## config.mk

```make
export PLATFORM = sky130hd
export DESIGN_NAME = click_double_hold_classifier_top
export DESIGN_NICKNAME = d
export VERILOG_FILES = /design/src/rtl/core/cdh_pkg.sv /design/src/rtl/core/click_double_hold_classifier_top.sv
export SDC_FILE = /design/constraint.sdc
export NUM_CORES = 1
export LEC_CHECK = 0
export ABC_CLOCK_PERIOD_IN_PS = 5400
export BUFFER_PORTS_ARGS = -buffer_cell sky130_fd_sc_hd__buf_2
export CAP_MARGIN = 20
export CORE_ASPECT_RATIO = 1.5
export CORE_MARGIN = 2
export CORE_UTILIZATION = 62
export DETAILED_ROUTE_END_ITERATION = 12
export PLACE_DENSITY = 0.8
export SLEW_MARGIN = 10
export SYNTH_ARGS = -nofsm -noshare
export SYNTH_HDL_FRONTEND = slang
export SYNTH_SLANG_ARGS = --single-unit
export TNS_END_PERCENT = 30
```

## constraint.sdc

```tcl
create_clock -name clk -period 5.4 [get_ports clk]
set_input_delay 0.54 -clock clk [delete_from_list [all_inputs] [get_ports clk]]
set_output_delay 0.54 -clock clk [all_outputs]
set_load 0.02 [all_outputs]
```

## src/rtl/core/cdh_pkg.sv

```systemverilog
// Shared types and constants for the click, double-click and hold classifier.
// Holds the input and result word structs, opcode, gesture and register codes.
// Depends on nothing; every other file of the block imports it.
package cdh_pkg;

    localparam int NUM_SOURCES  = 3;
    localparam int TIME_BITS    = 32;
    localparam int BUTTON_BITS  = 8;
    localparam int SOURCE_BITS  = 2;
    localparam int CFG_BITS     = 16;
    localparam int CFG_IDX_BITS = 1;

    localparam logic [1:0] OP_TICK    = 2'd0;
    localparam logic [1:0] OP_PRESS   = 2'd1;
    localparam logic [1:0] OP_RELEASE = 2'd2;

    localparam logic [1:0] G_NONE   = 2'd0;
    localparam logic [1:0] G_CLICK  = 2'd1;
    localparam logic [1:0] G_DOUBLE = 2'd2;
    localparam logic [1:0] G_HOLD   = 2'd3;

    localparam logic [CFG_IDX_BITS-1:0] REG_DOUBLE_CLICK = 1'd0;
    localparam logic [CFG_IDX_BITS-1:0] REG_HOLD         = 1'd1;

    localparam logic [CFG_BITS-1:0] DEFAULT_DOUBLE_CLICK_MS = 16'd150;
    localparam logic [CFG_BITS-1:0] DEFAULT_HOLD_MS         = 16'd200;

    localparam int QUEUE_DEPTH = 4;
    localparam int QPTR_BITS   = $clog2(QUEUE_DEPTH);
    localparam int QCNT_BITS   = $clog2(QUEUE_DEPTH + 1);

    typedef struct packed {
        logic [1:0]             op;
        logic [SOURCE_BITS-1:0] source;
        logic [7:0]             button;
    } in_word_t;

    typedef struct packed {
        logic [1:0] gesture;
        logic       last_of_item;
    } out_word_t;

endpackage

```

## src/rtl/core/click_double_hold_classifier_top.sv

```systemverilog
// Top level of the click, double-click and hold classifier.
// Holds the timing state, the classification logic and a four-word result queue.
// Depends on cdh_pkg.

// The block takes one input word per cycle (tick, press or release) and
// classifies it in the cycle it is accepted, against the millisecond clock,
// the last press and release times and the held button of each source. Each
// word yields one result word, or two when a pending single click is reported
// first; the results go into a four-word queue that feeds the output, so an
// item is taken every cycle while two or more queue slots are free, and
// in_stall rises only while fewer than two queue slots are free. The window
// registers are to be written while no words are in flight.
module click_double_hold_classifier_top
(
    input  logic                                clk,
    input  logic                                rst_n,
    input  logic                                in_valid,
    output logic                                in_stall,
    input  cdh_pkg::in_word_t                   in_data,
    output logic                                out_valid,
    input  logic                                out_stall,
    output cdh_pkg::out_word_t                  out_data,
    input  logic                                cfg_we,
    input  logic [cdh_pkg::CFG_IDX_BITS-1:0]    cfg_index,
    input  logic [cdh_pkg::CFG_BITS-1:0]        cfg_data
);
    import cdh_pkg::*;

    logic [CFG_BITS-1:0]    double_click_reg;
    logic [CFG_BITS-1:0]    hold_reg;

    logic [TIME_BITS-1:0]   now_reg, now_next;
    logic [TIME_BITS-1:0]   press_time_reg, press_time_next;
    logic [TIME_BITS-1:0]   release_time_reg, release_time_next;
    logic [BUTTON_BITS-1:0] held_reg [NUM_SOURCES];
    logic [BUTTON_BITS-1:0] held_next [NUM_SOURCES];
    logic                   click_reported_reg, click_reported_next;

    out_word_t              queue_reg [QUEUE_DEPTH];
    logic [QPTR_BITS-1:0]   wr_ptr_reg, wr_ptr_next;
    logic [QPTR_BITS-1:0]   rd_ptr_reg, rd_ptr_next;
    logic [QCNT_BITS-1:0]   count_reg, count_next;

    logic                   in_fire;
    logic                   out_fire;
    logic [TIME_BITS-1:0]   since_release;
    logic [TIME_BITS-1:0]   since_press;
    logic                   nothing_held;
    logic                   click_fire;
    logic [1:0]             gesture;
    logic                   src_ok;
    logic [BUTTON_BITS-1:0] btn;
    logic [SOURCE_BITS-1:0] src;
    logic [QCNT_BITS-1:0]   push_count;

    assign in_fire  = in_valid && !in_stall;
    assign out_fire = out_valid && !out_stall;

    assign in_stall  = (count_reg > QCNT_BITS'(QUEUE_DEPTH - 2));
    assign out_valid = (count_reg != '0);
    assign out_data  = queue_reg[rd_ptr_reg];

    assign since_release = now_reg - release_time_reg;
    assign since_press   = now_reg - press_time_reg;
    assign btn           = in_data.button[BUTTON_BITS-1:0];
    assign src           = in_data.source;
    assign src_ok        = (src < SOURCE_BITS'(NUM_SOURCES));

    always_comb
    begin
        nothing_held = 1'b1;
        for (int s = 0; s < NUM_SOURCES; s++)
        begin
            if (held_reg[s] != '0)
            begin
                nothing_held = 1'b0;
            end
        end
    end

    assign click_fire = !click_reported_reg && nothing_held
                        && (since_release > TIME_BITS'(double_click_reg));

    always_comb
    begin
        now_next            = now_reg;
        press_time_next     = press_time_reg;
        release_time_next   = release_time_reg;
        held_next           = held_reg;
        click_reported_next = click_reported_reg | click_fire;
        gesture             = G_NONE;

        if (in_data.op == OP_TICK)
        begin
            now_next = now_reg + TIME_BITS'(1);
        end
        else if (in_data.op == OP_PRESS && src_ok)
        begin
            click_reported_next = 1'b0;
            for (int s = 0; s < NUM_SOURCES; s++)
            begin
                held_next[s] = '0;
            end
            if (since_release < TIME_BITS'(double_click_reg))
            begin
                click_reported_next = 1'b1;
                gesture             = G_DOUBLE;
            end
            else
            begin
                press_time_next = now_reg;
                held_next[src]  = btn;
            end
        end
        else if (in_data.op == OP_RELEASE && src_ok)
        begin
            if (held_reg[src] == btn)
            begin
                for (int s = 0; s < NUM_SOURCES; s++)
                begin
                    held_next[s] = '0;
                end
                if (since_press >= TIME_BITS'(hold_reg))
                begin
                    click_reported_next = 1'b1;
                    gesture             = G_HOLD;
                end
                else
                begin
                    release_time_next = now_reg;
                end
            end
        end
    end

    assign push_count  = in_fire ? (click_fire ? QCNT_BITS'(2) : QCNT_BITS'(1)) : '0;
    assign count_next  = count_reg + push_count - QCNT_BITS'(out_fire);
    assign wr_ptr_next = wr_ptr_reg + push_count[QPTR_BITS-1:0];
    assign rd_ptr_next = rd_ptr_reg + QPTR_BITS'(out_fire);

    always_ff @(posedge clk or negedge rst_n)
    begin
        if (!rst_n)
        begin
            double_click_reg <= DEFAULT_DOUBLE_CLICK_MS;
            hold_reg         <= DEFAULT_HOLD_MS;
        end
        else if (cfg_we)
        begin
            unique case (cfg_index)
                REG_DOUBLE_CLICK: double_click_reg <= cfg_data;
                REG_HOLD:         hold_reg         <= cfg_data;
            endcase
        end
    end

    always_ff @(posedge clk or negedge rst_n)
    begin
        if (!rst_n)
        begin
            now_reg            <= '0;
            press_time_reg     <= '0;
            release_time_reg   <= '0;
            click_reported_reg <= 1'b1;
            for (int s = 0; s < NUM_SOURCES; s++)
            begin
                held_reg[s] <= '0;
            end
        end
        else if (in_fire)
        begin
            now_reg            <= now_next;
            press_time_reg     <= press_time_next;
            release_time_reg   <= release_time_next;
            click_reported_reg <= click_reported_next;
            held_reg           <= held_next;
        end
    end

    always_ff @(posedge clk or negedge rst_n)
    begin
        if (!rst_n)
        begin
            wr_ptr_reg <= '0;
            rd_ptr_reg <= '0;
            count_reg  <= '0;
        end
        else
        begin
            wr_ptr_reg <= wr_ptr_next;
            rd_ptr_reg <= rd_ptr_next;
            count_reg  <= count_next;
        end
    end

    always_ff @(posedge clk)
    begin
        if (in_fire)
        begin
            if (click_fire)
            begin
                queue_reg[wr_ptr_reg]                      <= '{gesture: G_CLICK,
                                                                last_of_item: 1'b0};
                queue_reg[wr_ptr_reg + QPTR_BITS'(1)]      <= '{gesture: gesture,
                                                                last_of_item: 1'b1};
            end
            else
            begin
                queue_reg[wr_ptr_reg] <= '{gesture: gesture, last_of_item: 1'b1};
            end
        end
    end

endmodule

```

==> summary.md <==
| Metric | Value |
|---|---|
| First-pass GRT wire length | slightly above 50000 um |
| Gate power share | about half |
| Clk_skew | 0.0107 ns |
| Sw Share | between 40% and 50% |
| Top cell type's share of synthesized area | about 31% |
| Period utilisation layout | between 90% and 100% |
| Chip Width | roughly 120 um |
| Worst slew margin | 27.5% |
| Vias in the first global route | ~10000 |
| Post-Syn Nets | ~1500 |
| Vias | slightly above 10000 |
| Sequential area share after synthesis | a little over a third |
| Yosys top cell by area | dfrtp_1 |
| Post-detail-place hpwl | about 24000 um |
| Initial antenna violation count | 0 |
| DR pass1 iterations | 8 |
| Avg WL per Cell | approximately 19 um |
| Leak Pwr | about 6.4 nW |
| Finished Core Util | 69.1% |
| Post-synth EDFFs | 8 |
| Slowest CP cell | fa_1 |
| Fillers | about 1500 |
| Largest net degree at the start of global routing | 101 |
| Aggregate global-route resource usage | about 31% |
| CTS Root Cell | clkbuf_16 |
| CTS tree | built |
| Slowest Stage Delay on Critical Path | between 0.4 and 0.5 ns |
| Worst r2r src | now_reg[0] |
| Cell area after synthesis | around 0.012 mm2 |
| Crit start category | register |
| Die Span Y | ~180 um |
| Reg2Reg Depth | 24 |
| Worst slew pin tran | between 1 and 1.5 ns |
| Top_reg_cell synth | dfrtp_1 |
| Sw Pwr | around 2.3 mW |
| Total CTS buffers | 17 |
| Max-cap violations | 0 |
| Hold bufs inserted after CTS | 0 |
| Clk_lat worst skew | approximately 0.43 ns |
| Internal power | 3.39 mW |
| IO Port Bufs | 38 |
| Type of the worst setup path | register to register |
| FF-to-FF setup slack | approximately 0.31 ns |
| Cells after synthesis | ~1300 |
| Ports | 39 |
| Worst path cell trace | inv_1 -> ha_1 -> nand2b_1 -> a21oi_1 -> o2111ai_1 -> and2_1 -> o21ai_1 -> a21oi_1 -> nor2_1 -> nor2_1 -> xnor2_1 -> ha_1 -> nand4_1 -> nor3_1 -> o21ai_0 -> o211ai_1 -> a21oi_1 -> a31oi_1 -> buf_4 -> nand2_1 -> ha_1 -> fa_1 -> xor2_1 -> xnor2_1 |
| Final GP Congestion | roughly 0.95 |
| PwrDens | approximately 430 mW/mm2 |
| Async SR Flop Fraction | 93.0% |
| Gr ovfl total | 0 |
| Yosys warns | 0 |
| Worst Setup End Kind | register |
| CTS H-Tree Depth | 4 |
| Top cells by area, synth | dfrtp_1 (31%), ha_1 (10%), xnor2_1 (5.2%), nand2_1 (4.4%), o21ai_0 (3.9%) |
| Outcome | finished, final reports clean |
| Hold Fails Final Rpt | 0 |
| Clock power share | around a fifth |
| DRT Wirelength | roughly 32000 um |
| Antenna-violating nets left | 0 |
| Worst endpoint required time | ~5.7 ns |
| Number of synthesized register bits | 172 |
| Bufs on Longest Clock Path | 2 |
| Area Overhead vs Synth | 9.00% |
| Core Rows | a little over 60 |
| Hold WS | ~0.20 ns |
| Count of clock tree sinks | ~170 |
| Most numerous cell in the Yosys netlist | dfrtp_1 |
| R2r endpoint | count_reg[2] |
| Initial DRC Count | 668 |
| Max Fanout on Critical Path | 17 |
| Initial core utilization | between 60% and 70% |
| WP data arrival | between 5 and 6 ns |
| Via/cell ratio | 6.21 |
| Final setup viols | 0 |
| Drt drc | 0 |
| Final nets | approximately 1500 |
| Antenna diodes | 0 |
| Fin crit period | 5.09 ns |
| Flop pwr share | 30.1% |
| Worst VDD drop | 289 uV |
| Synth unique cells | 76 |
| Share of layout cells above drive strength 1 | about an eighth |
| FMAX | roughly 0.20 GHz |
| Worst Hold Class | input port to async pin |
| Tot Pwr | roughly 5.7 mW |
| Total die area | 0.0207 mm2 |
| Clock slew at reported path FFs | about 0.070 ns |
| Core Area | roughly 0.019 mm2 |
| Synth top cells by count | dfrtp_1 (152), nand2_1 (142), inv_1 (113) |
| Average size of a mapped cell | slightly above 9 um2 |
| Max Slew Vio Count | 0 |
==> how the worst max path moves through the flow <==
stage	slack, ns	end	startpoint
floorplan	0.54	count_reg[2]	now_reg[8]
global placement	0.34	queue_reg[1][1]	now_reg[4]
detailed placement	0.24	queue_reg[1][1]	now_reg[4]
CTS	0.17	queue_reg[3][2]	now_reg[0]
global route	-0.04	count_reg[2]	now_reg[0]
finish	0.31	count_reg[2]	now_reg[0]
==> area by class of cell <==
type | instances | area (um2) | share of cell area [%]
sequential | 172 | 4340 | 32.8
inverter | 113 | 424 | 3.21
tap | 256 | 320 | 2.42
multi-input combinational | 998 | 7170 | 54.2
clock inverter | 14 | 135 | 1.02
clock buffer | 18 | 429 | 3.24
timing repair buffer | 68 | 422 | 3.19
==> cell usage in the layout (no fill, tap or decap), drive strengths merged, types with 5 or more instances in the layout <==
| cell | Yosys | routed |
|---|---|---|
| nor4 | 15 | 15 |
| buf | 16 | 68 |
| clkinv | 0 | 5 |
| nand2b | 15 | 15 |
| and4 | 5 | 5 |
| a22o | 16 | 16 |
| mux2 | 52 | 52 |
| clkbuf | 36 | 18 |
| dfstp | 8 | 8 |
| a31oi | 8 | 8 |
| xnor2 | 72 | 72 |
| nor3 | 19 | 19 |
| a32o | 8 | 8 |
| and2 | 12 | 12 |
| nand2 | 142 | 142 |
| xor2 | 21 | 21 |
| dfrtp | 152 | 152 |
| o21ai | 108 | 108 |
| nor2 | 62 | 62 |
| o21bai | 5 | 5 |
| a21oi | 87 | 87 |
| o311ai | 5 | 5 |
| o2111ai | 5 | 5 |
| edfxtp | 8 | 8 |
| nand4 | 31 | 31 |
| a211oi | 14 | 14 |
| ha | 100 | 100 |
| and3 | 13 | 13 |
| o21a | 19 | 19 |
| mux2i | 15 | 15 |
| o31ai | 6 | 6 |
| o211ai | 14 | 14 |
| or3 | 8 | 8 |
| nand3 | 32 | 32 |
| inv | 113 | 118 |
| nor2b | 14 | 14 |
| a21o | 26 | 26 |
==> per-layer routing <==
layer	track usage, %	vias to the layer above	wire length [um]
met5	0	-	0
met2	58.6	313	17000
li1	-	4830	-
met4	21.6	0	2260
met1	31.4	4913	11300
met3	3.08	123	1060
==> cells by family after synthesis <==
| family | count (synthesis) | share of synthesized area [%] |
|---|---|---|
| DFF | 172 | 35.7 |
| xor gates and xnor gates | 93 | 6.71 |
| buffers and inverters | 165 | 5.41 |
| adders and majority gates | 104 | 10.9 |
| muxes | 70 | 7.51 |
| AOI/OAI and AO/OA | 351 | 18.5 |
| and+or+nand+nor | 380 | 15.3 |
==> critical path, delay by kind of cell (launching register included) <==
family / cells / cell delay (ns)
XOR/XNOR: 3 / 0.40
AO/OA/AOI/OAI: 8 / 1.45
adder cells (fa/ha/maj): 4 / 1.31
flip-flops: 1 / 0.42
buffers and inverters: 2 / 0.35
AND/OR/NAND/NOR: 7 / 1.01
==> power groups by stage <==
stage | combinational [mW] | sequential (mW) | clock (mW)
2_1_floorplan | 2.03 | 1.67 | 0
3_3_place_gp | 2.57 | 1.72 | 0
3_5_place_dp | 2.65 | 1.73 | 0
4_1_cts | 2.68 | 1.70 | 1.21
5_1_grt | 3.08 | 1.73 | 1.25
6_report | 2.76 | 1.71 | 1.20
==> repair_timing <==
| action | CTS | global route |
|---|---|---|
| gates resized for setup | 0 | 5 |
| endpoints found under the setup margin | 0 | 8 |
| buffers inserted | 0 | 3 |
==> stage by stage <==
step / instances / worst slack [ns] / instance area, um2 / TNS [ns]
after CTS: 1636 / 0.173 / 13200 / 0
after global placement: 1604 / 0.340 / 12600 / 0
final: 1639 / 0.306 / 13200 / 0
after floorplan: 1335 / 0.541 / 12100 / 0
after global routing: 1639 / -0.0400 / 13200 / -0.0400
after detailed placement: 1604 / 0.235 / 12600 / 0
Note: power is estimated with default switching activity, not from simulation.
